===== config.mk =====
export PLATFORM = sky130hd
export DESIGN_NAME = ptl_out_reg_flat
export DESIGN_NICKNAME = d
export VERILOG_FILES = /design/src/sv/ptl_pkg.sv /design/src/sv/ptl_if.sv /design/src/sv/ptl_out_reg.sv /design/src/flat_wrapper.sv
export SDC_FILE = /design/constraint.sdc
export NUM_CORES = 1
export LEC_CHECK = 0
export BUFFER_PORTS_ARGS = -buffer_cell sky130_fd_sc_hd__buf_2
export CAP_MARGIN = 10
export CELL_PAD_IN_SITES_DETAIL_PLACEMENT = 1
export CELL_PAD_IN_SITES_GLOBAL_PLACEMENT = 2
export CORE_AREA = 8 8 45 47
export DETAILED_ROUTE_END_ITERATION = 6
export DIE_AREA = 0 0 53 55
export PLACE_DENSITY_LB_ADDON = 0.1
export SLEW_MARGIN = 25
export SYNTH_ARGS = -nofsm -noshare
export SYNTH_HDL_FRONTEND = slang
export SYNTH_SLANG_ARGS = --single-unit

===== constraint.sdc =====
create_clock -name i_clk -period 0.8 [get_ports i_clk]
set_input_delay 0.16 -clock i_clk [delete_from_list [all_inputs] [get_ports i_clk]]
set_output_delay 0.16 -clock i_clk [all_outputs]
set_load 0.05 [all_outputs]

===== src/sv/ptl_pkg.sv =====
package ptl_pkg;

    // Configuration port geometry
    localparam int CfgIdxW  = 1;
    localparam int CfgDataW = 8;

    // Register indexes
    typedef enum logic [CfgIdxW-1:0] {
        CFG_PHASE_TICKS  = 1'b0,
        CFG_BLINK_CYCLES = 1'b1
    } t_cfg_idx;

    // Register reset values
    localparam logic [7:0] PHASE_TICKS_RST  = 8'd10;
    localparam logic [4:0] BLINK_CYCLES_RST = 5'd5;

    // Timing registers as seen by the sequencer
    typedef struct packed {
        logic [7:0] phase_ticks;
        logic [4:0] blink_cycles;
    } t_cfg;

    // One result word: the six lamps
    typedef struct packed {
        logic car_green;
        logic car_yellow;
        logic car_red;
        logic walk_green;
        logic walk_yellow;
        logic walk_red;
    } t_lamps;

endpackage


===== src/sv/ptl_if.sv =====


// Lamp channel: one word per event
interface ptl_out_if;
    logic valid;
    logic ready;
    logic car_green;
    logic car_yellow;
    logic car_red;
    logic walk_green;
    logic walk_yellow;
    logic walk_red;
    modport source (output valid, car_green, car_yellow, car_red,
                    walk_green, walk_yellow, walk_red, input ready);
    modport sink   (input valid, car_green, car_yellow, car_red,
                    walk_green, walk_yellow, walk_red, output ready);
endinterface



===== src/sv/ptl_out_reg.sv =====
module ptl_out_reg import ptl_pkg::*; (
    input  logic      i_clk,
    input  logic      i_rst_n,
    input  logic      i_load,
    input  t_lamps    i_lamps,
    output logic      o_space,
    ptl_out_if.source o_out
);

    logic   r_valid;
    t_lamps r_lamps;

    // Room for a new word when empty or when the held word leaves now
    assign o_space = !r_valid || o_out.ready;

    always_ff @(posedge i_clk) begin
        if (!i_rst_n) begin
            r_valid <= 1'b0;
        end else if (i_load) begin
            r_valid <= 1'b1;
        end else if (o_out.ready) begin
            r_valid <= 1'b0;
        end
    end

    // Payload, no reset
    always_ff @(posedge i_clk) begin
        if (i_load) begin
            r_lamps <= i_lamps;
        end
    end

    assign o_out.valid       = r_valid;
    assign o_out.car_green   = r_lamps.car_green;
    assign o_out.car_yellow  = r_lamps.car_yellow;
    assign o_out.car_red     = r_lamps.car_red;
    assign o_out.walk_green  = r_lamps.walk_green;
    assign o_out.walk_yellow = r_lamps.walk_yellow;
    assign o_out.walk_red    = r_lamps.walk_red;

endmodule


===== src/flat_wrapper.sv =====
// flat-port wrapper written by rule: the top's interface ports become plain ports
module ptl_out_reg_flat import ptl_pkg::*;
  (i_clk, i_rst_n, i_load, i_lamps, o_space, o_out_valid, o_out_car_green, o_out_car_yellow, o_out_car_red, o_out_walk_green, o_out_walk_yellow, o_out_walk_red, o_out_ready);
  ptl_out_if o_out_i ();
  input  logic i_clk;
  input  logic i_rst_n;
  input  logic i_load;
  input  t_lamps i_lamps;
  output logic o_space;
  output wire logic [$bits(o_out_i.valid)-1:0] o_out_valid;
  output wire logic [$bits(o_out_i.car_green)-1:0] o_out_car_green;
  output wire logic [$bits(o_out_i.car_yellow)-1:0] o_out_car_yellow;
  output wire logic [$bits(o_out_i.car_red)-1:0] o_out_car_red;
  output wire logic [$bits(o_out_i.walk_green)-1:0] o_out_walk_green;
  output wire logic [$bits(o_out_i.walk_yellow)-1:0] o_out_walk_yellow;
  output wire logic [$bits(o_out_i.walk_red)-1:0] o_out_walk_red;
  input wire logic [$bits(o_out_i.ready)-1:0] o_out_ready;
  assign o_out_valid = o_out_i.valid;
  assign o_out_car_green = o_out_i.car_green;
  assign o_out_car_yellow = o_out_i.car_yellow;
  assign o_out_car_red = o_out_i.car_red;
  assign o_out_walk_green = o_out_i.walk_green;
  assign o_out_walk_yellow = o_out_i.walk_yellow;
  assign o_out_walk_red = o_out_i.walk_red;
  assign o_out_i.ready = o_out_ready;
  ptl_out_reg u_core (.i_clk(i_clk), .i_rst_n(i_rst_n), .i_load(i_load), .i_lamps(i_lamps), .o_space(o_space), .o_out(o_out_i));
endmodule

# After elaboration in Yosys (flattened, before gate mapping)
# Index checks and enable logic that the tools add are counted.
totals:
  reg_bits: 7
  in_bits: 10
classes:
  mux: 2
  n_reduce_logical: 3
ops:
  columns: ["op", "n"]
  rows:
  - ["1-bit two-way mux", 2]
  - ["2-bit nonzero test", 1]
  - ["1-bit zero test", 1]
  - ["1-bit logical OR", 1]

# Logic depth before layout (Yosys ltp)
depth:
  ltp_word: 2
  mapped_depth: 2

# Worst setup path before layout
# Ideal clock, no wire load.
synth_timing:
  path_kind: "flip-flop to flip-flop"
  from: "register, netlist name u_core.o_out.valid"
  to: "register u_core.r_valid, in the netlist u_core.o_out.valid"
  setup_time_ns: 0.067
  t_arrival_ns: 1.037
  setup_slack_ns: -0.304
  path_stages_with_launch: 3
  n_path_buf: 0
  synth_period_minus_slack_ns: 1.104
  path_cell_list: "dfxtp_1 -> nand2b_4 -> a21boi_2"
synth_rtl:
  columns: ["element", "line_no", "rtl"]
  rows:
  - ["end signal: assignment", "ptl_out_reg.sv:18", "r_valid <= 1'b0;"]
  - ["end signal: assignment", "ptl_out_reg.sv:20", "r_valid <= 1'b1;"]
  - ["end signal: assignment", "ptl_out_reg.sv:22", "r_valid <= 1'b0;"]
  - ["end: declaration", "ptl_out_reg.sv:10", "logic r_valid;"]

# Final worst setup path
layout_timing:
  from: "register u_core.r_valid, in the netlist u_core.o_out.valid"
  to: "output o_space"
layout_via:
  elab_chain_len: 2
layout_lines:
  columns: ["element", "line_no", "rtl"]
  rows:
  - ["1-bit zero test", "ptl_out_reg.sv:14", "assign o_space = !r_valid || o_out.ready;"]
  - ["1-bit logical OR", "ptl_out_reg.sv:14", null]
  - ["end: declaration", "flat_wrapper.sv:9", "output logic o_space;"]
# Every way passes these cells.

==> qor.csv <==
metric,value,unit
outcome,"complete, but fails checks",
violations,negative setup slack,
synth_cell_types,5,
hold_path_class,in2reg,
syn_nets,20,
syn_area_per_cell,22.9,um2
crit_type,reg2out,
h-tree-depth,1,
grt_pass1_vias,205,
num_rows,14,
setup_viol_count_final,9,
portBuffers,17,
hold_slack,0.0895,ns
max_slew_margin,90.2,%
synth_warnings,0,
post_drt_wl_per_cell,12.2,um
dieArea,0.00292,mm2
first_pass_iters,2,
syn_to_final_growth,92.3,%
dpl.cell_count,44,
drv_slew,0,
coreArea,0.00138,mm2
antenna_found_initial,0,
insertion_delay,0.24,ns
multi_input_area,25.0,um2
cp-end-kind,primary output,
worst_slack,-0.163,ns
drc,0,
final_common_cell,buf_2,
ys_ff_latch,7,
ant_nets,0,
grt_pass1_wl,869,um
layout-drive-gt1-share,76.5,%
required,0.64,ns
tightest_slew,0.148,ns
clockRootBuffer,clkbuf_4,
netlist_area,229,um2
cts_max_path_buffers,2,
maxCapViolCount,0,
p_leak,0.198,nW
synthCells,10,
critPathMaxFanout,2,
seqCellArea,204,um2
critPathLaunchType,flop,
antennaDiodeCount,0,
vias,174,
fin_skew,0,ns
rsz0062_at_grt,true,
power-per-cell-area,2200,mW/mm2
dr.first_iter.drc_count,1,
wirelength,612,um
fillers,158,
fin_nets,45,
clock-sinks,7,
clkTransAtPathRegs,0.05,ns
track_usage,4.78,%
mostFrequentLayoutCells,"buf_2 (9), buf_6 (7), edfxtp_1 (6)",
period_minus_slack,0.963,ns
cts_made_buffers,3,
via_per_inst,3.48,
cts_tree,built,
grt_max_degree,8,
post-route-util,31.8,%
setup_tns,-1.32,ns
start_util,16.5,%
max_freq,1040,MHz
instances_no_fill,50,
arrival,0.80,ns
die_y,55,um
gp_congestion,0.618,
ir_worst_vdd,0.592,mV
synth-seq-area-share,87.4,%
io-pin-count,18,
finalHoldViolations,0,
period_share,120,%
die_x,53,um
grt_overflow,0,
[kinds of logic after synthesis]
logic type / count (synthesis) / synth area share (%)
buffers and inverters: 1 / 1.64
and+or+nand+nor: 1 / 6.01
AOI/OAI and AO/OA: 1 / 4.92
DFF: 7 / 87.4
[metal layers]
layer  part of all wire [%]  vias up  global-route usage, %  wire (um)
li1                       -       83                      -          -
met1                     34       73                   3.24        210
met2                     35       18                   5.27        212
met3                     31        0                   6.42        189
met4                      0        0                   6.47          0
met5                      0        -                      0          0
[registers in the layout, summed over array words and instances (netlist names)]
| name | cells |
|---|---|
| u_core.o_out.car_green | 1 |
| u_core.o_out.car_red | 1 |
| u_core.o_out.car_yellow | 1 |
| u_core.o_out.valid | 1 |
| u_core.o_out.walk_green | 1 |
| u_core.o_out.walk_red | 1 |
| u_core.o_out.walk_yellow | 1 |
[cells in the mapped netlist, drive strengths merged]
library cell,count,area [um2]
edfxtp,6,180
a21boi,1,11.3
dfxtp,1,20.0
inv,1,3.75
nand2b,1,13.8
[area by class of cell]
type,instances,share of cell area (%)
multi-input combinational,2,5.68
timing repair buffer,20,36.6
clock buffer,4,5.97
sequential,7,46.3
inverter,1,0.852
tap,16,4.55
[timing repair]
item                       in CTS  in global routing
resized for setup              16                  1
setup endpoints to repair       8                  9
hold buffers                    0                  0
buffers inserted                1                  1
pin swaps                       0                  1
[power by group]
| part | total (mW) | internal (mW) | switching (mW) |
|---|---|---|---|
| Clock | 0.307 | 0.189 | 0.118 |
| Sequential | 0.441 | 0.427 | 0.0139 |
| Combinational | 0.220 | 0.0862 | 0.134 |
[path summary, 6_finish.rpt]
| kind | from | to | slack [ns] | depth (start not counted) |
|---|---|---|---|---|
| worst max register to register | u_core.o_out.valid | u_core.o_out.valid | -0.14 | 5 |
| worst max-delay path | u_core.o_out.valid | o_space | -0.16 | 2 |
| worst min-delay path | i_lamps[1] | u_core.o_out.walk_yellow | 0.09 | 1 |
| worst min register to register | u_core.o_out.valid | u_core.o_out.valid | 0.76 | 5 |
[metrics by stage]
stage                     power (mW)  setup WS [ns]  area, um2
after floorplan                0.561         0.0158        233
after global placement         0.621      -0.000621        345
after detailed placement       0.622       -0.00631        345
after CTS                      0.993         -0.185        429
after global routing            1.02         -0.205        440
final                          0.969         -0.163        440
[critical path: stages (launching register included)]
cell      delay [ns]
dfxtp_4         0.35
nand2b_4        0.07
buf_8           0.14
No activity file was read; power rests on OpenSTA's default activity.
