### src/sv/ptl_pkg.sv
package ptl_pkg;

    // Configuration port geometry
    localparam int CfgIdxW  = 1;
    localparam int CfgDataW = 8;

    // Register indexes
    typedef enum logic [CfgIdxW-1:0] {
        CFG_PHASE_TICKS  = 1'b0,
        CFG_BLINK_CYCLES = 1'b1
    } t_cfg_idx;

    // Register reset values
    localparam logic [7:0] PHASE_TICKS_RST  = 8'd10;
    localparam logic [4:0] BLINK_CYCLES_RST = 5'd5;

    // Timing registers as seen by the sequencer
    typedef struct packed {
        logic [7:0] phase_ticks;
        logic [4:0] blink_cycles;
    } t_cfg;

    // One result word: the six lamps
    typedef struct packed {
        logic car_green;
        logic car_yellow;
        logic car_red;
        logic walk_green;
        logic walk_yellow;
        logic walk_red;
    } t_lamps;

endpackage

### src/sv/ptl_core.sv
module ptl_core import ptl_pkg::*; (
    input  logic   i_clk,
    input  logic   i_rst_n,
    input  logic   i_fire,
    input  logic   i_op,
    input  logic   i_button_level,
    input  t_cfg   i_cfg,
    output t_lamps o_lamps
);

    typedef enum logic [3:0] {
        PH_GREEN     = 4'd0,
        PH_BLINK1    = 4'd1,
        PH_RED       = 4'd2,
        PH_BLINK2    = 4'd3,
        PH_PA_GREEN  = 4'd4,
        PH_PA_BLINK1 = 4'd5,
        PH_PA_BLINK2 = 4'd6,
        PH_PRED_GEN  = 4'd7,
        PH_PRED_EXT  = 4'd8,
        PH_PB_KEEP   = 4'd9,
        PH_PB_BARE   = 4'd10
    } t_phase;

    localparam t_phase PH_LAST = PH_PB_BARE;

    function automatic logic is_normal(t_phase p);
        return p <= PH_BLINK2;
    endfunction

    function automatic logic is_blink(t_phase p);
        return p == PH_BLINK1 || p == PH_BLINK2 || p == PH_PA_GREEN ||
               p == PH_PA_BLINK1 || p == PH_PA_BLINK2 || p == PH_PB_KEEP ||
               p == PH_PB_BARE;
    endfunction

    function automatic t_phase next_phase(t_phase p);
        t_phase q;
        case (p)
            PH_GREEN:     q = PH_BLINK1;
            PH_BLINK1:    q = PH_RED;
            PH_RED:       q = PH_BLINK2;
            PH_PA_GREEN,
            PH_PA_BLINK1,
            PH_PA_BLINK2: q = PH_PRED_GEN;
            PH_PRED_GEN:  q = PH_PB_KEEP;
            PH_PRED_EXT:  q = PH_PB_BARE;
            default:      q = PH_GREEN;
        endcase
        return q;
    endfunction

    t_phase     r_phase,       n_phase;
    logic [7:0] r_tick_count,  n_tick_count;
    logic [4:0] r_blink_count, n_blink_count;
    logic       r_blink_on,    n_blink_on;
    logic       r_pending,     n_pending;
    logic       r_checking,    n_checking;

    // Next state for one event
    always_comb begin
        logic       go;
        t_phase     target;
        logic [7:0] tick_lim;
        logic [4:0] blink_lim;
        logic [7:0] tick_inc;
        logic [4:0] blink_inc;

        go        = 1'b0;
        target    = PH_GREEN;
        tick_lim  = (i_cfg.phase_ticks == 8'd0) ? 8'd1 : i_cfg.phase_ticks;
        blink_lim = (i_cfg.blink_cycles == 5'd0) ? 5'd1 : i_cfg.blink_cycles;

        // An unknown phase code falls back to car green, all cleared
        if (r_phase > PH_LAST) begin
            n_phase       = PH_GREEN;
            n_tick_count  = 8'd0;
            n_blink_count = 5'd0;
            n_blink_on    = 1'b0;
            n_pending     = 1'b0;
            n_checking    = 1'b0;
        end else begin
            n_phase       = r_phase;
            n_tick_count  = r_tick_count;
            n_blink_count = r_blink_count;
            n_blink_on    = r_blink_on;
            n_pending     = r_pending;
            n_checking    = r_checking;
        end
        tick_inc  = n_tick_count + 8'd1;
        blink_inc = n_blink_count + 5'd1;

        if (i_op) begin
            // Press edge: latch a request in the normal cycle only
            if (is_normal(n_phase) && !n_checking && !n_pending) begin
                n_pending = 1'b1;
                if (n_phase == PH_GREEN || n_phase == PH_RED)
                    n_checking = 1'b1;
            end
        end else if (n_checking) begin
            // Check tick: long press drops the request, short one starts the walk
            n_checking = 1'b0;
            n_pending  = 1'b0;
            if (i_button_level) begin
                if (is_blink(n_phase))
                    n_blink_on = 1'b1;
            end else begin
                go = 1'b1;
                case (n_phase)
                    PH_GREEN:  target = PH_PA_GREEN;
                    PH_BLINK1: target = PH_PA_BLINK1;
                    PH_RED:    target = PH_PRED_EXT;
                    default:   target = PH_PA_BLINK2;
                endcase
            end
        end else if (is_blink(n_phase)) begin
            // Blink: on half then off half; count at the start of each cycle
            if (n_blink_on) begin
                n_blink_on = 1'b0;
            end else begin
                n_blink_count = blink_inc;
                if (blink_inc >= blink_lim) begin
                    go     = 1'b1;
                    target = next_phase(n_phase);
                end else if (is_normal(n_phase) && n_pending) begin
                    n_checking = 1'b1;
                end else begin
                    n_blink_on = 1'b1;
                end
            end
        end else begin
            // Steady phase timer
            n_tick_count = tick_inc;
            if (tick_inc >= tick_lim) begin
                go     = 1'b1;
                target = next_phase(n_phase);
            end
        end

        // Phase entry
        if (go) begin
            n_phase       = target;
            n_tick_count  = 8'd0;
            n_blink_count = 5'd0;
            n_blink_on    = is_blink(target);
            if (is_normal(target) && n_pending) begin
                n_checking = 1'b1;
                n_blink_on = 1'b0;
            end
        end
    end

    // Lamps after the event
    always_comb begin
        o_lamps = '0;
        unique case (n_phase)
            PH_GREEN: begin
                o_lamps.car_green = 1'b1;
                o_lamps.walk_red  = 1'b1;
            end
            PH_BLINK1: begin
                o_lamps.car_yellow = n_blink_on;
                o_lamps.walk_red   = 1'b1;
            end
            PH_RED: begin
                o_lamps.car_red    = 1'b1;
                o_lamps.walk_green = 1'b1;
            end
            PH_BLINK2: begin
                o_lamps.car_yellow = n_blink_on;
            end
            PH_PA_GREEN: begin
                o_lamps.car_green   = 1'b1;
                o_lamps.walk_red    = 1'b1;
                o_lamps.car_yellow  = n_blink_on;
                o_lamps.walk_yellow = n_blink_on;
            end
            PH_PA_BLINK1: begin
                o_lamps.walk_red    = 1'b1;
                o_lamps.car_yellow  = n_blink_on;
                o_lamps.walk_yellow = n_blink_on;
            end
            PH_PRED_GEN, PH_PRED_EXT: begin
                o_lamps.car_red    = 1'b1;
                o_lamps.walk_green = 1'b1;
            end
            PH_PB_KEEP: begin
                o_lamps.car_red     = 1'b1;
                o_lamps.walk_green  = 1'b1;
                o_lamps.car_yellow  = n_blink_on;
                o_lamps.walk_yellow = n_blink_on;
            end
            default: begin
                o_lamps.car_yellow  = n_blink_on;
                o_lamps.walk_yellow = n_blink_on;
            end
        endcase
    end

    // Sequencer state
    always_ff @(posedge i_clk) begin
        if (!i_rst_n) begin
            r_phase       <= PH_GREEN;
            r_tick_count  <= 8'd0;
            r_blink_count <= 5'd0;
            r_blink_on    <= 1'b0;
            r_pending     <= 1'b0;
            r_checking    <= 1'b0;
        end else if (i_fire) begin
            r_phase       <= n_phase;
            r_tick_count  <= n_tick_count;
            r_blink_count <= n_blink_count;
            r_blink_on    <= n_blink_on;
            r_pending     <= n_pending;
            r_checking    <= n_checking;
        end
    end

    // A running check always belongs to a pending request
    a_check_pending: assert property (@(posedge i_clk) disable iff (!i_rst_n)
        r_checking |-> r_pending)
        else $error("check running without a pending request");

    // Checks happen only in the normal cycle, with the yellow lamp off
    a_check_normal: assert property (@(posedge i_clk) disable iff (!i_rst_n)
        r_checking |-> (is_normal(r_phase) && !r_blink_on))
        else $error("check outside the normal cycle or with yellow on");

    // A short press on the check tick leaves the normal cycle
    a_short_press: assert property (@(posedge i_clk) disable iff (!i_rst_n)
        (i_fire && !i_op && r_checking && !i_button_level) |=>
            (!is_normal(r_phase) && !r_pending))
        else $error("short press did not start pedestrian mode");

    // Phase code stays in range
    a_phase_range: assert property (@(posedge i_clk) disable iff (!i_rst_n)
        r_phase <= PH_LAST)
        else $error("phase code out of range");

endmodule

### config.mk
export PLATFORM = sky130hd
export DESIGN_NAME = ptl_core
export DESIGN_NICKNAME = d
export VERILOG_FILES = /design/src/sv/ptl_pkg.sv /design/src/sv/ptl_core.sv
export SDC_FILE = /design/constraint.sdc
export NUM_CORES = 1
export LEC_CHECK = 0
export ABC_CLOCK_PERIOD_IN_PS = 6000
export BUFFER_PORTS_ARGS = -buffer_cell sky130_fd_sc_hd__buf_2
export CORE_ASPECT_RATIO = 1.5
export CORE_MARGIN = 2
export CORE_UTILIZATION = 35
export CTS_BUF_LIST = sky130_fd_sc_hd__clkbuf_8
export DETAILED_ROUTE_END_ITERATION = 7
export SLEW_MARGIN = 10
export SYNTH_ARGS = -nofsm -noshare
export SYNTH_HDL_FRONTEND = slang
export SYNTH_SLANG_ARGS = --single-unit
export TNS_END_PERCENT = 10
### constraint.sdc
create_clock -name i_clk -period 6 [get_ports i_clk]
set_input_delay 1.2 -clock i_clk [delete_from_list [all_inputs] [get_ports i_clk]]
set_output_delay 1.2 -clock i_clk [all_outputs]
set_load 0.01 [all_outputs]
After elaboration in Yosys (flattened, before gate mapping):

Memories as Yosys holds them, arrays and structs flattened.
Index checks and enable logic that the tools add are counted.

* order comparisons: 5
* multiplexer cells: 61
* add/sub/neg operators: 2
* reductions and logical operators: 28
* equality and inequality tests: 23

Operator list (number)
* two-way mux 8 bit: 6
* two-way mux 1 bit: 37
* == test 4 x 3 -> 1 bit (second input constant): 9
* two-way mux 4 bit: 9
* two-way mux 5 bit: 7
* == test 4 bit (second input constant): 6
* == test 4 x 2 -> 1 bit (second input constant): 5
* logical OR 1 bit: 13
* == test 4 x 1 -> 1 bit (second input constant): 3
* one-hot mux 4 bit (3 select lines): 1
* OR reduction 4 bit: 3
* adder 8 x 1 -> 8 bit (second input constant): 1
* >= comparator 8 bit: 1
* less-or-equal comparator 4 x 2 -> 1 bit (second input constant): 2
* logical NOT 4 bit: 2
* logical NOT 8 bit: 1
* OR reduction 6 bit: 1
* adder 5 x 1 -> 5 bit (second input constant): 1
* >= comparator 5 bit: 1
* logical NOT 5 bit: 1
* greater-than comparator 4 bit (second input constant): 1
* logical AND 1 bit: 4
* logical NOT 1 bit: 2
* two-way mux 2 bit: 1
* OR reduction 2 bit: 1

* bits in read-only memories: 128
* word-level logic and storage cells: 127
* output and inout port bits: 6
* register bits after elaboration: 20
* memories: 2

Memories
* (name not given): depth 16, bits a word 4, rd ports 1, clocked after memory_dff 0, wr ports 0, line ptl_core.sv:39 `case (p)`
* (name not given): depth 16, bits a word 4, rd ports 1, clocked after memory_dff 0, wr ports 0, line ptl_core.sv:39

Longest topological paths before layout:

Gate-level depths: netlist of run 1.

* depth in word-level cells: 22
* gate-level depth with buffers: 20
* mapped depth without buffers: 17

Least setup slack after synthesis of run 1:

OpenSTA, ideal clock, no wires.

* path type: register to output
* start: register r_phase[1]
* end: output port o_lamps[3] (netlist bit)
* cell stages (with the launch flop): 20
* path slack: 0.501 ns
* arrival time: 4.299 ns
* data required time: 4.800 ns
* cells stage by stage: dfxtp_1 a21oi_2 nand2b_1 buf_2 clkbuf_1 and2_1 ha_1 nand3_1 or3_1 a21oi_1 ha_1 nand2_1 nor2_1 o211ai_1 o2111ai_4 a31oi_2 mux2_2 nand2b_1 o21ai_0 buf_4

RTL lines
* from (decl): line ptl_core.sv:53 `t_phase r_phase, n_phase;`
* from (signal assigned): line ptl_core.sv:210 `r_phase <= n_phase;`
* to (decl): line ptl_core.sv:8 `output t_lamps o_lamps`

==> results.sh, run 1 <==
export IMPL_io_pins=24
export IMPL_finalPower_uw=406
export IMPL_syn_inst=285
export IMPL_final_layout_size_suffix_gt1_frac=0.164
export IMPL_diodes=0
export IMPL_grt_antenna_before_repair=0
export IMPL_final_hold_violation_count=0
export IMPL_hpwl_um=4400
export IMPL_numPlacedInstances=371
export IMPL_clock_root_buffer="clkbuf_8"
export IMPL_clk_latency_ns=0.27
export IMPL_setup_violations=0
export IMPL_die_y_um=98.8
export IMPL_clock_sinks=20
export IMPL_setup_ws_ns=0.320
export IMPL_yosysMostFrequentCell="nand2_1"
export IMPL_rows=34
export IMPL_leakagePower_uw=0.00105
export IMPL_ant_nets=0
export IMPL_die_area_sq_mm=0.00664
export IMPL_ff2ff_path_depth=17
export IMPL_hold_path_class="register to register"
export IMPL_crit_fanout=8
export IMPL_avgSynthCellArea_sq_um=7.36
export IMPL_die_w_um=67.2
export IMPL_cts_tree="built"
export IMPL_regToRegEndpoint="r_blink_on$_SDFFE_PN0P_"
export IMPL_rrSetupSlack_ns=1.84
export IMPL_fin_cells=377
export IMPL_synth_top_cell_by_area="dfxtp_1"
export IMPL_clk_pin_slew_worst_paths_ns=0.08
export IMPL_drc=0
export IMPL_async_reset_ff_frac=0
export IMPL_cp_arrival_ns=4.48
export IMPL_synthDistinctLibCells=53
export IMPL_drv_cap=0
export IMPL_worst_clock_skew_ns=0.00318
export IMPL_startpoint="r_phase[1]$_SDFFE_PN0P_"
export IMPL_yosysSeqAreaShare=0.191
export IMPL_synthTopCellsByArea="dfxtp_1 19%, ha_1 12%, nand2_1 5.7%"
export IMPL_grt_start_max_net_pins=27
export IMPL_power_density_mw_per_mm2=168
export IMPL_synth_nets=323
export IMPL_vias=2085
export IMPL_startpoint_type="register"
export IMPL_fin_nets=344
export IMPL_netlist_area_leader_share=0.191
export IMPL_pwr_share_comb=0.300
export IMPL_worst_slew_pin_slew_ns=0.537
export IMPL_worst_path_largest_cell_delay_ns=0.44
export IMPL_synth_edf_count=0
export IMPL_fmax_mhz=176
export IMPL_seq_power_share=0.350
export IMPL_switching_share=0.321
export IMPL_netlist_area_sq_mm=0.00210
export IMPL_layout_min_cycle_time_ns=5.68
export IMPL_numPortBuffers=23
export IMPL_area_delta_synth_final_pct=15.0
export IMPL_cts_buffers=3
export IMPL_wire_per_inst_um=14.9
export IMPL_grt_overflow=0
export IMPL_coreArea_sq_mm=0.00579
export IMPL_relSlewSlack=0.639
export IMPL_status="complete, no violations"
export IMPL_ys_flop_type="dfxtp_1"
export IMPL_cp_cell_sequence="a21oi_4 -> nor2b_2 -> nor2_2 -> and3_1 -> nand3_1 -> or3_1 -> a21oi_1 -> ha_1 -> nand2_1 -> nor2_1 -> o211ai_1 -> o2111ai_4 -> a31oi_4 -> mux2_2 -> nand2b_1 -> o21ai_0 -> buf_2"
export IMPL_min_period_over_period=0.947
export IMPL_first_global_vias=2040
export IMPL_yosys_warnings=0
export IMPL_crit_required_ns=4.80
export IMPL_drt_total_wl_um=5600
export IMPL_cts_hold_buf=0
export IMPL_htreeDepth=1
export IMPL_critical_path_top_delay_family="simple AND/OR/NAND/NOR gates"
export IMPL_via_per_inst=5.53
export IMPL_synth_seq_cells=20
export IMPL_grt_pass1_wl_um=9180
export IMPL_hold_end="r_blink_count[1]$_SDFFE_PN0P_"
export IMPL_p_int_uw=275
export IMPL_dr_pass1_iters=4
export IMPL_maxSlewViolCount=0
export IMPL_clockPowerShare=0.349
export IMPL_crit_slowest_cell="mux2_2"
export IMPL_synth_common_cells="32 x nand2_1, 29 x nor2_1, 22 x o21ai_0, 21 x a21oi_1"
export IMPL_critPathBufInv=1
export IMPL_drt_iter0_drc=81
export IMPL_vdd_ir_drop_max_v=0.000120
export IMPL_endpoint_kind="output pin"
export IMPL_gp_congestion=0.891
export IMPL_whs_path_depth=2
export IMPL_hold_start="r_blink_count[1]$_SDFFE_PN0P_"
export IMPL_clockBufferDepth=2
export IMPL_r2r_start="r_phase[1]$_SDFFE_PN0P_"
export IMPL_grt_use_total=0.180
export IMPL_initial_utilization=0.362
export IMPL_dp_slack_ns=0.301
export IMPL_p_sw_uw=130
export IMPL_crit_type="register to output pin"
==> layout by cell type, fill, tap and decap left out, types with 5 or more instances in the layout <==
cell,instances
a21oi_1,21
a22oi_1,5
and2_1,8
buf_2,23
dfxtp_1,20
ha_1,20
inv_1,15
nand2_1,32
nand2b_1,5
nand3_1,8
nor2_1,28
nor2b_1,12
nor4_1,5
o21ai_0,22
==> repair_timing <==
| item | CTS | global route |
|---|---|---|
| gates resized for setup | 1 | 10 |
| setup buffers | 0 | 2 |
| setup endpoints to repair | 2 | 6 |
| pin swaps | 0 | 2 |
==> registers in the layout, summed over array words and instances (netlist names) <==
| signal | flops |
|---|---|
| r_blink_on | 1 |
| r_tick_count | 8 |
| r_phase | 4 |
| r_pending | 1 |
| r_checking | 1 |
| r_blink_count | 5 |
==> layer usage <==
metal	routed length (um)	global-route usage	vias to the layer above
met1	2210	0.191	968
li1	-	-	1060
met3	90	0.0160	16
met4	222	0.0958	0
met5	0	0	-
met2	3080	0.334	41
==> cells by family after synthesis <==
group / after synthesis / synth area share
xor gates and xnor gates: 8 / 0.0334
muxes: 5 / 0.0245
buffers and inverters: 26 / 0.0513
adders and majority gates: 20 / 0.119
and+or+nand+nor: 122 / 0.295
DFF: 20 / 0.191
AOI/OAI and AO/OA: 84 / 0.286
==> tightest hold or removal path, delay by kind of cell, from the launching register on <==
family	cells	cell delay [ns]
AO/OA/AOI/OAI	1	0.06
flip-flops	1	0.32
AND/OR/NAND/NOR	1	0.05
==> stage by stage <==
step / setup TNS [ns] / cell area, sq um / hold slack (ns) / utilization
5_1_grt: -0.139 / 2410 / 0.516 / 0.417
3_3_place_gp: 0 / 2270 / 0.466 / 0.392
2_1_floorplan: 0 / 2100 / 0.450 / -
4_1_cts: 0 / 2340 / 0.484 / 0.405
6_report: 0 / 2410 / 0.474 / 0.417
3_5_place_dp: 0 / 2270 / 0.472 / 0.392
==> power by group through the flow <==
stage	clock, uW	combinational, uW	sequential, uW
finish	142	122	142
floorplan	0	82.6	143
global placement	0	112	144
global route	150	136	143
CTS	143	114	141
detailed placement	0	113	144
==> worst max-delay path by stage <==
| stage | end | depth (start not counted) |
|---|---|---|
| floorplan | o_lamps[3] | 19 |
| finish | o_lamps[3] | 17 |
| detailed placement | o_lamps[3] | 17 |
| global placement | o_lamps[2] | 17 |
| CTS | o_lamps[3] | 17 |
| global route | o_lamps[3] | 17 |
==> layout make-up <==
class,instances,area (sq um)
flip-flops and latches,20,400
well taps,72,90.1
repair buffers,27,145
clock buffers,3,41.3
inverters,15,56.3
multi-input cells,239,1650
fillers,639,3370
clock inverters,1,30.0
(Power assumes the default switching activity.)
==> run 2, diff against run 1 <==
--- a/config.mk
+++ b/config.mk
@@ -7,11 +7,12 @@
 export LEC_CHECK = 0
 export ABC_CLOCK_PERIOD_IN_PS = 6000
 export BUFFER_PORTS_ARGS = -buffer_cell sky130_fd_sc_hd__buf_2
+export CAP_MARGIN = 20
 export CORE_ASPECT_RATIO = 1.5
-export CORE_MARGIN = 2
-export CORE_UTILIZATION = 35
+export CORE_UTILIZATION = 55
 export CTS_BUF_LIST = sky130_fd_sc_hd__clkbuf_8
 export DETAILED_ROUTE_END_ITERATION = 7
+export PLACE_DENSITY = 0.76
 export SLEW_MARGIN = 10
 export SYNTH_ARGS = -nofsm -noshare
 export SYNTH_HDL_FRONTEND = slang
==> results.sh, run 2 (same netlist as run 1, synthesis figures left out) <==
export IMPL_ff2ff_path_depth=17
export IMPL_drt_iter0_drc=38
export IMPL_cp_arrival_ns=4.52
export IMPL_final_cell_mix="32 x nand2_1, 28 x nor2_1, 23 x buf_2"
export IMPL_wl_met1_um=2100
export IMPL_crit_fanout=9
export IMPL_critPathBufInv=1
export IMPL_postCtsResizedCells=0
export IMPL_drt_total_wl_um=5340
export IMPL_final_hold_violation_count=0
export IMPL_worst_clock_skew_ns=0.00111
export IMPL_htreeDepth=1
export IMPL_power_density_mw_per_mm2=159
export IMPL_vdd_ir_drop_max_v=0.000109
export IMPL_grt_use_total=0.291
export IMPL_numPortBuffers=23
export IMPL_fin_area_sq_mm=0.00233
export IMPL_die_area_sq_mm=0.00407
export IMPL_wire_per_inst_um=15.4
export IMPL_cts_hold_buf=0
export IMPL_via_per_inst=6.02
export IMPL_diodes=0
export IMPL_hold_start="r_blink_count[1]$_SDFFE_PN0P_"
export IMPL_setup_violations=0
export IMPL_grt_overflow=0
export IMPL_coreArea_sq_mm=0.00365
export IMPL_leakagePower_uw=0.00103
export IMPL_seqCellArea_sq_um=400
export IMPL_hold_end="r_blink_count[1]$_SDFFE_PN0P_"
export IMPL_area_delta_synth_final_pct=11.0
export IMPL_rows=27
export IMPL_dpl_cell_area_sq_mm=0.00224
export IMPL_fmax_mhz=175
export IMPL_startpoint="r_phase[1]$_SDFFE_PN0P_"
export IMPL_nFillCells=348
export IMPL_regMostFlops="r_tick_count"
export IMPL_io_pins=24
export IMPL_clock_root_buffer="clkbuf_8"
export IMPL_status="complete, no violations"
export IMPL_ant_nets=0
export IMPL_min_period_over_period=0.954
export IMPL_startpoint_type="register"
export IMPL_clockBufferDepth=2
export IMPL_clk_pin_slew_worst_paths_ns=0.08
export IMPL_die_y_um=77.6
export IMPL_drv_cap=0
export IMPL_top_layer="met4"
export IMPL_clk_latency_ns=0.27
export IMPL_reg_top3="r_tick_count: 8 flops, r_blink_count: 5 flops, r_phase: 4 flops"
export IMPL_grt_pass1_wl_um=8960
export IMPL_hold_path_class="register to register"
export IMPL_gp_congestion=1.04
export IMPL_crit_required_ns=4.80
export IMPL_grt_start_max_net_pins=27
export IMPL_r2r_start="r_phase[1]$_SDFFE_PN0P_"
export IMPL_cp_cell_sequence="a21oi_4 -> nand2b_1 -> and2_1 -> ha_1 -> nand3_1 -> or3_1 -> a21oi_1 -> ha_1 -> nand2_1 -> nor2_1 -> o211ai_1 -> o2111ai_4 -> a32o_1 -> or3_1 -> o21ai_1 -> nor4_4 -> nor3_2 -> buf_2"
export IMPL_layout_min_cycle_time_ns=5.72
export IMPL_critical_path_top_delay_family="simple AND/OR/NAND/NOR gates"
export IMPL_multi_input_area_sq_mm=0.00162
export IMPL_whs_path_depth=2
export IMPL_worst_slew_pin_slew_ns=0.665
export IMPL_maxSlewViolCount=0
export IMPL_hpwl_um=4150
export IMPL_setup_ws_ns=0.278
export IMPL_crit_type="register to output pin"
export IMPL_drc=0
export IMPL_finalPower_uw=371
export IMPL_fin_nets=344
export IMPL_met3_length_um=115
export IMPL_regToRegEndpoint="r_blink_on$_SDFFE_PN0P_"
export IMPL_endpoint_kind="output pin"
export IMPL_cts_buffers=3
export IMPL_relSlewSlack=0.554
export IMPL_cts_setup_buffers=0
export IMPL_die_w_um=52.4
export IMPL_utilization=0.638
export IMPL_first_global_vias=2055
export IMPL_grt_antenna_before_repair=0
export IMPL_clock_sinks=20
export IMPL_dp_slack_ns=0.437
export IMPL_initial_utilization=0.575
export IMPL_wl_met2_um=2790
export IMPL_cts_tree="built"
export IMPL_whs_ns=0.484
export IMPL_final_layout_size_suffix_gt1_frac=0.148
export IMPL_vias=2096
export IMPL_dr_pass1_iters=5
export IMPL_crit_slowest_cell="a32o_1"
export IMPL_largest_register_ffs=8
export IMPL_cp_depth=18
export IMPL_rrSetupSlack_ns=1.80
export IMPL_worst_path_largest_cell_delay_ns=0.39
export IMPL_layout_cells_most_common="nand2_1"
==> run 2: worst reg2reg max path, delay by kind of cell (launching register included) <==
kind / cells / cell delay (ns)
adder cells (fa/ha/maj): 2 / 0.50
AND/OR/NAND/NOR: 8 / 1.83
flip-flops: 1 / 0.36
AO/OA/AOI/OAI: 7 / 1.37
==> run 2: worst max-delay path by stage <==
stage                            end
final                     o_lamps[4]
after CTS                 o_lamps[2]
after global placement    o_lamps[3]
after floorplan           o_lamps[3]
after global routing      o_lamps[3]
after detailed placement  o_lamps[2]
==> run 2: report_power, final <==
group | total (uW) | switching [uW] | internal, uW
Combinational | 117 | 70.6 | 46.4
Clock | 112 | 53.0 | 58.7
Sequential | 142 | 4.96 | 137
==> run 2: cell type report <==
type,count,share of cell area
tap,43,0.0231
inverter,15,0.0242
timing repair buffer,27,0.0624
clock buffer,4,0.0237
sequential,20,0.172
multi-input combinational,239,0.695
==> run 2: routing by layer <==
metal | GRT usage | vias up
met4 | 0.200 | 0
met1 | 0.304 | 957
met5 | 0 | -
met3 | 0.0196 | 26
met2 | 0.520 | 46
li1 | - | 1067
==> run 2: metrics by stage <==
step	setup TNS [ns]	cells
6_report	0	348
3_3_place_gp	0	344
2_1_floorplan	0	285
3_5_place_dp	0	344
4_1_cts	0	348
5_1_grt	-0.00279	348
==> run 3, diff against run 2 <==
--- a/config.mk
+++ b/config.mk
@@ -8,11 +8,13 @@
 export ABC_CLOCK_PERIOD_IN_PS = 6000
 export BUFFER_PORTS_ARGS = -buffer_cell sky130_fd_sc_hd__buf_2
 export CAP_MARGIN = 20
+export CELL_PAD_IN_SITES_DETAIL_PLACEMENT = 1
+export CELL_PAD_IN_SITES_GLOBAL_PLACEMENT = 1
 export CORE_ASPECT_RATIO = 1.5
-export CORE_UTILIZATION = 55
+export CORE_UTILIZATION = 44
 export CTS_BUF_LIST = sky130_fd_sc_hd__clkbuf_8
 export DETAILED_ROUTE_END_ITERATION = 7
-export PLACE_DENSITY = 0.76
+export PLACE_DENSITY_LB_ADDON = 0.1
 export SLEW_MARGIN = 10
 export SYNTH_ARGS = -nofsm -noshare
 export SYNTH_HDL_FRONTEND = slang
==> results.sh, run 3 (same netlist as run 1, synthesis figures left out) <==
export IMPL_diodes=0
export IMPL_gp_congestion=0.939
export IMPL_drt_iter0_drc=70
export IMPL_final_layout_size_suffix_gt1_frac=0.148
export IMPL_htreeDepth=1
export IMPL_hold_path_class="register to register"
export IMPL_vdd_ir_drop_max_v=0.000102
export IMPL_vias=2118
export IMPL_ant_nets=0
export IMPL_cts_buffers=3
export IMPL_largest_register_ffs=8
export IMPL_grt_pass1_wl_um=9980
export IMPL_worst_clock_skew_ns=0.00633
export IMPL_status="complete, no violations"
export IMPL_drv_cap=0
export IMPL_maxSlewViolCount=0
export IMPL_cts_setup_buffers=0
export IMPL_final_hold_violation_count=0
export IMPL_clock_root_buffer="clkbuf_8"
export IMPL_endpoint_kind="output pin"
export IMPL_die_area_sq_mm=0.00505
export IMPL_setup_violations=0
export IMPL_die_w_um=58.4
export IMPL_worst_path_largest_cell_delay_ns=0.43
export IMPL_hold_end="r_blink_count[1]$_SDFFE_PN0P_"
export IMPL_leakagePower_uw=0.00102
export IMPL_crit_required_ns=4.80
export IMPL_crit_fanout=7
export IMPL_grt_use_total=0.257
export IMPL_utilization=0.516
export IMPL_min_period_over_period=0.943
export IMPL_grt_start_max_net_pins=27
export IMPL_worst_slew_pin_slew_ns=0.598
export IMPL_drt_total_wl_um=6170
export IMPL_reg_top3="r_tick_count: 8 flops, r_blink_count: 5 flops, r_phase: 4 flops"
export IMPL_regToRegEndpoint="r_blink_on$_SDFFE_PN0P_"
export IMPL_area_delta_synth_final_pct=11.7
export IMPL_finalPower_uw=355
export IMPL_initial_utilization=0.462
export IMPL_cts_hold_buf=0
export IMPL_io_pins=24
export IMPL_layout_min_cycle_time_ns=5.66
export IMPL_startpoint_type="register"
export IMPL_critPathBufInv=1
export IMPL_ff2ff_path_depth=16
export IMPL_rows=30
export IMPL_fin_tns_setup_ns=0
export IMPL_hold_start="r_blink_count[1]$_SDFFE_PN0P_"
export IMPL_crit_slowest_cell="mux2_2"
export IMPL_r2r_start="r_phase[1]$_SDFFE_PN0P_"
export IMPL_via_per_inst=5.76
export IMPL_rsz0062_at_grt="false"
export IMPL_cp_cell_sequence="a21oi_4 -> nor2b_1 -> nor2_2 -> and3_1 -> nand3_1 -> or3_1 -> a21oi_1 -> ha_1 -> nand2_1 -> nor2_1 -> o211ai_1 -> o2111ai_4 -> a31oi_4 -> mux2_2 -> nand2b_1 -> o21ai_0 -> buf_2"
export IMPL_nFillCells=595
export IMPL_clockBufferDepth=2
export IMPL_critical_path_top_delay_family="simple AND/OR/NAND/NOR gates"
export IMPL_hpwl_um=4870
export IMPL_clk_pin_slew_worst_paths_ns=0.08
export IMPL_cts_tree="built"
export IMPL_die_y_um=86.6
export IMPL_power_density_mw_per_mm2=152
export IMPL_dr_pass1_iters=4
export IMPL_postCtsResizedCells=0
export IMPL_relSlewSlack=0.598
export IMPL_crit_type="register to output pin"
export IMPL_regMostFlops="r_tick_count"
export IMPL_coreArea_sq_mm=0.00454
export IMPL_wire_per_inst_um=16.8
export IMPL_grt_overflow=0
export IMPL_rrSetupSlack_ns=1.81
export IMPL_layout_cells_most_common="nand2_1"
export IMPL_first_global_vias=2180
export IMPL_cp_arrival_ns=4.46
export IMPL_whs_path_depth=2
export IMPL_clk_latency_ns=0.27
export IMPL_grt_antenna_before_repair=0
export IMPL_clock_sinks=20
export IMPL_final_cell_mix="32 x nand2_1, 28 x nor2_1, 23 x buf_2"
export IMPL_numPortBuffers=23
export IMPL_drc=0
export IMPL_fin_nets=344
export IMPL_fmax_mhz=177
-- run 3: cell count changes in the layout (fill, tap and decap cells not counted) --
| cell | before | now |
|---|---|---|
| nor4_4 | 1 | 0 |
| nand2b_2 | 0 | 1 |
| a31oi_2 | 1 | 0 |
| nor4_2 | 0 | 1 |
| nand2b_1 | 6 | 5 |
| clkbuf_8 | 4 | 3 |
| a31oi_4 | 1 | 2 |
-- run 3: per-stage QoR --
step / worst slack [ns] / instance area (sq um) / hold slack (ns) / instances
after floorplan: 0.501 / 2100 / 0.450 / 285
after global placement: 0.566 / 2270 / 0.473 / 365
after detailed placement: 0.438 / 2270 / 0.488 / 365
after CTS: 0.132 / 2310 / 0.499 / 368
after global routing: 0.0484 / 2340 / 0.531 / 368
final: 0.345 / 2340 / 0.498 / 368
-- run 3: how the worst max path moves through the flow --
stage                            start         end  slack, ns  depth (start not counted)
5_1_grt        r_phase[2]$_SDFFE_PN0P_  o_lamps[4]       0.05                         18
4_1_cts        r_phase[1]$_SDFFE_PN0P_  o_lamps[2]       0.13                         17
6_report       r_phase[1]$_SDFFE_PN0P_  o_lamps[2]       0.34                         17
3_3_place_gp   r_phase[1]$_SDFFE_PN0P_  o_lamps[2]       0.57                         17
3_5_place_dp   r_phase[0]$_SDFFE_PN0P_  o_lamps[2]       0.44                         17
2_1_floorplan  r_phase[1]$_SDFFE_PN0P_  o_lamps[3]       0.50                         19
-- run 3: final cells by class --
| class | count | area [sq um] | share of cell area |
|---|---|---|---|
| multi-input combinational | 239 | 1620 | 0.691 |
| clock buffer | 3 | 41.3 | 0.0176 |
| timing repair buffer | 27 | 145 | 0.0620 |
| sequential | 20 | 400 | 0.171 |
| tap | 64 | 80.1 | 0.0342 |
| inverter | 15 | 56.3 | 0.0240 |
-- run 3: tightest hold or removal path, stage by stage, from the launching register on --
cell	delay [ns]
dfxtp_1	0.33
nand2_1	0.06
a21boi_0	0.07
-- run 3: metal layers --
metal  routed length, um  vias up  GRT usage
li1                    -     1054          -
met1                2470     1020      0.269
met2                3390       31      0.503
met3                  84       13     0.0164
met4                 216        0      0.123
met5                   0        -          0
-- run 3: power breakdown --
group | leakage (uW) | internal [uW] | switching (uW)
registers | 0.000162 | 137 | 5.10
logic | 0.000833 | 45.8 | 72.6
clock network | 0.0000216 | 44.9 | 50.0
